--- src/rtl/shr_pkg.sv ---
// Package for the sequenced history ring: operation codes, default sizes
// and the packed layout of one stored history entry. No dependencies.
package shr_pkg;

  localparam int DEPTH_DEF   = 16;
  localparam int REGIONS_DEF = 4;

  localparam logic [1:0] FUNC_APPEND = 2'd0;
  localparam logic [1:0] FUNC_REMOVE = 2'd1;
  localparam logic [1:0] FUNC_READ   = 2'd2;
  localparam logic [1:0] FUNC_CLEAR  = 2'd3;

  typedef struct packed {
    logic [31:0] seq;
    logic [1:0]  region;
    logic [63:0] stamp;
    logic [31:0] text;
  } entry_t;

endpackage

--- src/rtl/sequenced_history_ring_core.sv ---
// Sequenced history ring: a ring of history entries kept in one synchronous
// memory, with append, remove by sequence, newest-first read and clear.
// Depends on shr_pkg.
//
// Channel | Direction | Handshake           | Payload
// --------+-----------+---------------------+------------------------------------------
// in      | in        | in_valid, in_stall  | func, region, text_handle, completed_at,
//         |           |                     | target_sequence, newest_index
// out     | out       | out_valid, out_stall| ok, entry_seq, entry_region, entry_time,
//         |           |                     | entry_text, evicted_valid, evicted_seq,
//         |           |                     | entry_count
//
// Clear and any rejected operation finish in the decode state; append and read first
// fetch one entry. A remove reads and compares each entry searched, then reads and
// writes each entry shifted down, one step at a time through the memory.
// Reset is synchronous and needs no clearing pass; unheld entries never reach a result.
// A new transfer is taken only when the sequencer is idle; a finished result
// waits in the output register while the next transfer is accepted.
module sequenced_history_ring_core #(
  parameter int DEPTH   = shr_pkg::DEPTH_DEF,
  parameter int REGIONS = shr_pkg::REGIONS_DEF
) (
  input  logic        clk,
  input  logic        rst,
  input  logic        in_valid,
  output logic        in_stall,
  input  logic [1:0]  func,
  input  logic [1:0]  region,
  input  logic [31:0] text_handle,
  input  logic [63:0] completed_at,
  input  logic [31:0] target_sequence,
  input  logic [3:0]  newest_index,
  output logic        out_valid,
  input  logic        out_stall,
  output logic        ok,
  output logic [31:0] entry_seq,
  output logic [1:0]  entry_region,
  output logic [63:0] entry_time,
  output logic [31:0] entry_text,
  output logic        evicted_valid,
  output logic [31:0] evicted_seq,
  output logic [4:0]  entry_count
);
  import shr_pkg::*;

  localparam int PW = $clog2(DEPTH);
  localparam int CW = $clog2(DEPTH + 1);
  localparam int NW = (CW > 4) ? CW : 4;
  localparam int RW = 9;

  localparam logic [3:0] S_IDLE    = 4'd0;
  localparam logic [3:0] S_DEC     = 4'd1;
  localparam logic [3:0] S_APP_WR  = 4'd2;
  localparam logic [3:0] S_RD_DATA = 4'd3;
  localparam logic [3:0] S_SR_RD   = 4'd4;
  localparam logic [3:0] S_SR_CMP  = 4'd5;
  localparam logic [3:0] S_SH_RD   = 4'd6;
  localparam logic [3:0] S_SH_WR   = 4'd7;

  logic [3:0]    state, state_next;
  logic [PW-1:0] wslot, wslot_next;
  logic [PW-1:0] cur, cur_next;
  logic [CW-1:0] count, count_next;
  logic [CW-1:0] off, off_next;
  logic [31:0]   nseq, nseq_next;

  logic [1:0]  op_func;
  logic [1:0]  op_region;
  logic [31:0] op_text;
  logic [63:0] op_stamp;
  logic [31:0] op_target;
  logic [3:0]  op_nidx;

  entry_t        mem [DEPTH];
  entry_t        rdata;
  logic          mem_we, mem_re;
  logic [PW-1:0] mem_waddr, mem_raddr;
  entry_t        mem_wdata;

  logic        fin, fin_ok, fin_ev;
  logic [31:0] fin_seq, fin_evseq;
  entry_t      fin_entry;

  logic          out_free;
  logic [PW-1:0] cur_inc, wslot_inc, old_slot, rd_slot;
  logic [PW:0]   old_sum, rd_sum;
  logic [CW-1:0] off_inc;
  logic          nidx_ok, region_ok;
  logic [31:0]   nseq_inc;

  assign in_stall  = (state != S_IDLE);
  assign out_free  = !out_valid || !out_stall;
  assign cur_inc   = (cur == PW'(DEPTH - 1)) ? '0 : cur + 1'b1;
  assign wslot_inc = (wslot == PW'(DEPTH - 1)) ? '0 : wslot + 1'b1;
  assign off_inc   = off + 1'b1;
  assign old_sum   = {1'b0, wslot} + (PW + 1)'(DEPTH) - (PW + 1)'(count);
  assign old_slot  = (old_sum >= (PW + 1)'(DEPTH)) ? PW'(old_sum - (PW + 1)'(DEPTH))
                                                   : PW'(old_sum);
  assign rd_sum    = {1'b0, wslot} + (PW + 1)'(DEPTH - 1) - (PW + 1)'(op_nidx);
  assign rd_slot   = (rd_sum >= (PW + 1)'(DEPTH)) ? PW'(rd_sum - (PW + 1)'(DEPTH))
                                                 : PW'(rd_sum);
  assign nidx_ok   = NW'(op_nidx) < NW'(count);
  assign region_ok = RW'(op_region) < RW'(REGIONS);
  assign nseq_inc  = (nseq == 32'hFFFF_FFFF) ? 32'd1 : nseq + 32'd1;

  always_comb begin
    state_next = state;
    wslot_next = wslot;
    cur_next   = cur;
    count_next = count;
    off_next   = off;
    nseq_next  = nseq;
    mem_we     = 1'b0;
    mem_re     = 1'b0;
    mem_waddr  = cur;
    mem_raddr  = cur;
    mem_wdata  = rdata;
    fin        = 1'b0;
    fin_ok     = 1'b0;
    fin_seq    = '0;
    fin_entry  = '0;
    fin_ev     = 1'b0;
    fin_evseq  = '0;
    case (state)
      S_IDLE: begin
        if (in_valid) begin
          state_next = S_DEC;
        end
      end
      S_DEC: begin
        case (op_func)
          FUNC_APPEND: begin
            if (region_ok) begin
              mem_re     = 1'b1;
              mem_raddr  = wslot;
              state_next = S_APP_WR;
            end else if (out_free) begin
              fin        = 1'b1;
              state_next = S_IDLE;
            end
          end
          FUNC_REMOVE: begin
            if (op_target != 32'd0 && count != '0) begin
              cur_next   = old_slot;
              off_next   = '0;
              state_next = S_SR_RD;
            end else if (out_free) begin
              fin        = 1'b1;
              state_next = S_IDLE;
            end
          end
          FUNC_READ: begin
            if (nidx_ok) begin
              mem_re     = 1'b1;
              mem_raddr  = rd_slot;
              state_next = S_RD_DATA;
            end else if (out_free) begin
              fin        = 1'b1;
              state_next = S_IDLE;
            end
          end
          default: begin
            if (out_free) begin
              fin        = 1'b1;
              fin_ok     = 1'b1;
              wslot_next = '0;
              count_next = '0;
              state_next = S_IDLE;
            end
          end
        endcase
      end
      S_APP_WR: begin
        if (out_free) begin
          mem_we     = 1'b1;
          mem_waddr  = wslot;
          mem_wdata  = '{seq: nseq, region: op_region, stamp: op_stamp, text: op_text};
          fin        = 1'b1;
          fin_ok     = 1'b1;
          fin_seq    = nseq;
          if (count == CW'(DEPTH)) begin
            fin_ev    = 1'b1;
            fin_evseq = rdata.seq;
          end else begin
            count_next = count + 1'b1;
          end
          nseq_next  = nseq_inc;
          wslot_next = wslot_inc;
          state_next = S_IDLE;
        end
      end
      S_RD_DATA: begin
        if (out_free) begin
          fin        = 1'b1;
          fin_ok     = 1'b1;
          fin_seq    = rdata.seq;
          fin_entry  = rdata;
          state_next = S_IDLE;
        end
      end
      S_SR_RD: begin
        mem_re     = 1'b1;
        mem_raddr  = cur;
        state_next = S_SR_CMP;
      end
      S_SR_CMP: begin
        if (rdata.seq == op_target) begin
          state_next = S_SH_RD;
        end else if (off_inc == count) begin
          if (out_free) begin
            fin        = 1'b1;
            state_next = S_IDLE;
          end
        end else begin
          cur_next   = cur_inc;
          off_next   = off_inc;
          state_next = S_SR_RD;
        end
      end
      S_SH_RD: begin
        if (off_inc < count) begin
          mem_re     = 1'b1;
          mem_raddr  = cur_inc;
          state_next = S_SH_WR;
        end else if (out_free) begin
          fin        = 1'b1;
          fin_ok     = 1'b1;
          count_next = count - 1'b1;
          wslot_next = cur;
          state_next = S_IDLE;
        end
      end
      S_SH_WR: begin
        mem_we     = 1'b1;
        mem_waddr  = cur;
        mem_wdata  = rdata;
        cur_next   = cur_inc;
        off_next   = off_inc;
        state_next = S_SH_RD;
      end
      default: begin
        state_next = S_IDLE;
      end
    endcase
  end

  always_ff @(posedge clk) begin
    if (mem_we) begin
      mem[mem_waddr] <= mem_wdata;
    end
    if (mem_re) begin
      rdata <= mem[mem_raddr];
    end
  end

  always_ff @(posedge clk) begin
    if (rst) begin
      state <= S_IDLE;
      wslot <= '0;
      count <= '0;
      nseq  <= 32'd1;
      cur   <= '0;
      off   <= '0;
    end else begin
      state <= state_next;
      wslot <= wslot_next;
      count <= count_next;
      nseq  <= nseq_next;
      cur   <= cur_next;
      off   <= off_next;
    end
  end

  always_ff @(posedge clk) begin
    if (in_valid && !in_stall) begin
      op_func   <= func;
      op_region <= region;
      op_text   <= text_handle;
      op_stamp  <= completed_at;
      op_target <= target_sequence;
      op_nidx   <= newest_index;
    end
  end

  always_ff @(posedge clk) begin
    if (rst) begin
      out_valid <= 1'b0;
    end else if (fin) begin
      out_valid <= 1'b1;
    end else if (!out_stall) begin
      out_valid <= 1'b0;
    end
  end

  always_ff @(posedge clk) begin
    if (fin) begin
      ok            <= fin_ok;
      entry_seq     <= fin_seq;
      entry_region  <= fin_entry.region;
      entry_time    <= fin_entry.stamp;
      entry_text    <= fin_entry.text;
      evicted_valid <= fin_ev;
      evicted_seq   <= fin_evseq;
      entry_count   <= 5'(count_next);
    end
  end

`ifndef ASSERT_OFF
  a_count_bound: assert property (@(posedge clk) disable iff (rst)
    count <= CW'(DEPTH))
    else $error("held count exceeds the ring depth");

  a_seq_nonzero: assert property (@(posedge clk) disable iff (rst)
    nseq != 32'd0)
    else $error("next sequence number is zero");

  a_accept_decode: assert property (@(posedge clk) disable iff (rst)
    in_valid && !in_stall |=> state == S_DEC)
    else $error("accepted transfer was not decoded in the next cycle");

  a_shift_range: assert property (@(posedge clk) disable iff (rst)
    state == S_SH_WR |-> off_inc < count)
    else $error("shift step runs past the newest entry");

  a_count_shown: assert property (@(posedge clk) disable iff (rst)
    out_valid |-> entry_count == 5'(count))
    else $error("reported count differs from the held count");
`endif

endmodule

--- config.mk ---
export PLATFORM = sky130hd
export DESIGN_NAME = sequenced_history_ring_core
export DESIGN_NICKNAME = d
export VERILOG_FILES = /design/src/rtl/shr_pkg.sv /design/src/rtl/sequenced_history_ring_core.sv
export SDC_FILE = /design/constraint.sdc
export NUM_CORES = 2
export LEC_CHECK = 0
export BUFFER_PORTS_ARGS = -buffer_cell sky130_fd_sc_hd__buf_2
export CAP_MARGIN = 40
export CORE_MARGIN = 8
export CORE_UTILIZATION = 60
export CTS_CLUSTER_DIAMETER = 30
export CTS_CLUSTER_SIZE = 10
export DETAILED_ROUTE_END_ITERATION = 7
export PLACE_DENSITY = 0.77
export SYNTH_ARGS = -nofsm -noshare
export SYNTH_HDL_FRONTEND = slang
export SYNTH_SLANG_ARGS = --single-unit
--- constraint.sdc ---
create_clock -name clk -period 32.4 [get_ports clk]
set_input_delay 3.24 -clock clk [delete_from_list [all_inputs] [get_ports clk]]
set_output_delay 3.24 -clock clk [all_outputs]
set_load 0.05 [all_outputs]
==> flow_summary_export.csv <==
group,metric,value,unit
outcome,outcome,"finished, violations left",
outcome,violations,"design-rule violations",
place,dpl.hpwl,138,mm
timing,tns,0,ns
synthesis,synth_edf_count,2515,
die,rows,152,
timing,rsz0062_at_grt,"false",
drt,wl_per_cell,30.1,µm
grt,antenna_found_initial,4,
timing,finalSetupViolations,0,
cells_and_area,drive_above_1_share,24.2,%
clocking,ctsResizeCount,0,
setup_path,worstPathArrival,8.92,ns
cells_and_area,seq_area,0.0766,mm²
setup_path,slowest_stage,"buf_4",
synthesis,syn_area,0.103,mm²
cells_and_area,num-fill-cells,9626,
timing,drv_slew,0,
setup_path,r2r_slack,24.90,ns
run,maxCapViolCount,0,
die,die-area,0.185,mm²
synthesis,postSynthCellCount,6329,
die,boundaryPins,311,
cells_and_area,finalNetCount,6948,
clocking,cts_buffers,456,
synthesis,yosysSeqAreaShare,74.5,%
drt,drt_iter0_markers,8450,
grt,grt_remaining_overflow,0,
drt,detail-route-antenna-nets,0,
min_path,worstHoldPathCells,2,
drt,via_per_inst,6.77,
cells_and_area,multi_input_area,0.0242,mm²
setup_path,path_cells,"buf_2, nand2_1, nand2_4, buf_4, buf_16, nor2_1, a21oi_1, nand2_1, nor2_4, buf_4, buf_4, buf_4, buf_16",
timing,fmax,120,MHz
clocking,htreeDepth,5,
drt,drt-total-wl,283,mm
die,core_area,0.171,mm²
power,ir_drop,0.0617,mV
synthesis,ys_types,72,
setup_path,reg2regPathDepth,16,
clocking,ctsLongestPathBuffers,4,
timing,worst_slew_pin_slew,1.10,ns
clocking,cts_sinks,2570,
cells_and_area,final_core_util,71.7,%
timing,fin_skew,0.109,ns
setup_path,crit_path_frequent_cell,"buf_4",
drt,drtPass1Iterations,8,
clocking,cts_tree,"built",
clocking,clkLatencyLatePin,1.00,ns
setup_path,cp_max_fo,53,
timing,slew_headroom,26.6,%
setup_path,critPathKind,"input pin to register",
min_path,hp-class,"register to register",
setup_path,cp-end-kind,"register",
clocking,path_clk_slew,0.04,ns
synthesis,syn_avg_cell_area,16.2,µm²
die,die_h,430,µm
clocking,cts_hold_buf,0,
die,die_w,430,µm
power,power.leakage,44.1,nW
setup_path,critPathRequiredTime,32.98,ns
synthesis,async_reset_ff_share,0,%
clocking,cts_setup_buffers,0,
grt,first_global_vias,64100,
grt,grt_max_degree,174,
timing,fin_crit,8.34,ns
setup_path,critPathMaxStageDelay,0.79,ns
timing,finalCritPeriodShare,25.7,%
timing,hold_violations,0,
synthesis,synth_nets,6493,
place,port_buffers,310,
grt,grt_pass1_wl,414,mm
grt,grt.total_usage,29.6,%
die,start_util,60.1,%
setup_path,crit_path_start_kind,"input pin",
synthesis,synth-main-ff-cell,"edfxtp_1",
drt,num_vias,63600,
synthesis,yosysWarnings,0,
drt,drc,2,
place,place_congestion,0.851,
synthesis,ys_seq_elements,2570,
power,p_per_area,69.3,mW/mm²
clocking,cts_root_buf,"clkbuf_16",
cells_and_area,area_delta_synth_final,19.2,%
report_power, final:
group          total [mW]  leakage, nW  internal, mW  switching (mW)
registers            3.63         22.9          3.63         0.00824
logic               0.118         13.8        0.0379          0.0796
clock network        4.74         7.42          3.14            1.60
worst max-delay path, delay by kind of cell:
kind / cells / cell delay [ns]
compound gates: 1 / 0.58
simple gates: 5 / 1.91
buf+inv: 7 / 2.91
worst paths after layout:
path	from	endpoint
worst max-delay path	out_stall	mem[0][23]
worst min-delay path	off[3]	off[3]
worst max register to register	state[0]	rdata[23]
worst min register to register	off[3]	off[3]
metrics by stage:
stage / worst slack [ns] / cells / cell area [µm²] / hold slack, ns / power (mW)
after global routing: 24.03 / 9393 / 123000 / 0.525 / 8.67
after global placement: 22.95 / 8515 / 106000 / 0.458 / 3.80
after CTS: 24.33 / 9391 / 123000 / 0.487 / 8.51
final: 24.06 / 9394 / 123000 / 0.491 / 8.49
after detailed placement: 23.39 / 8558 / 107000 / 0.480 / 3.81
after floorplan: 18.72 / 6329 / 103000 / 0.444 / 3.77
synth_stat cells, types with 120 or more instances:
master       n  area [µm²]
a32o_1     131        1310
o211ai_1   132         991
mux2_2     391        4400
o211a_1    129        1290
buf_2      136         681
edfxtp_1  2515       75500
o22ai_1    131         820
and3_1     269        1680
nand3_1    160         801
a311oi_1   131        1150
o21ai_0    154         771
nand2_1    695        2610
nor4_2     120        1500
a211oi_1   133         998
clkbuf_1   275        1030
mux2i_1    293        2930
sequential cells by signal (all words and copies together) (netlist names), 4 cells and up:
register and count:
op_stamp 64, op_nidx 4, count 5, mem 2080
entry_seq 32, entry_text 32, op_text 32, rdata 130
off 5, evicted_seq 32, state 4, wslot 4
entry_count 5, entry_time 64, nseq 32, op_target 32
cur 4
logic make-up after synthesis:
logic type	after synthesis	synth area share, %
adder cells (fa/ha/maj)	24	0.307
AO/OA/AOI/OAI	1026	7.72
buffers and inverters	492	2.22
other	1	0.00365
flip-flops	2570	74.5
XOR/XNOR	70	0.596
multiplexers	684	7.13
AND/OR/NAND/NOR	1462	7.50
cells in the final DEF, fill, tap and decap left out, types with 120 or more instances in the layout:
master,Yosys,layout
and3_1,269,268
o211a_1,129,129
a311oi_1,131,131
o21ai_0,154,154
o211ai_1,132,132
nor4_2,120,120
a211oi_1,133,133
o22ai_1,131,131
buf_2,136,310
clkbuf_16,0,463
nand3_1,160,160
mux2_2,391,391
a32o_1,131,131
edfxtp_1,2515,2515
nand2_1,695,693
mux2i_1,293,293
routing by layer:
metal	share of wire (%)	GRT usage, %	vias to the layer above
li1	-	-	26200
met4	4.6	13.0	0
met2	47	46.7	4952
met1	36	40.0	31600
met5	0	0	-
met3	13	6.62	899
area by class of cell:
| cell class | instances | area share, % |
|---|---|---|
| Clock buffer | 517 | 9.63 |
| Clock inverter | 316 | 2.88 |
| Multi-Input combinational cell | 3267 | 19.7 |
| Antenna cell | 2 | 0.00408 |
| Tap cell | 2233 | 2.28 |
| Inverter | 26 | 0.0796 |
| Sequential cell | 2570 | 62.5 |
| Timing Repair Buffer | 463 | 2.91 |
Power figures use the tool's default switching activity.
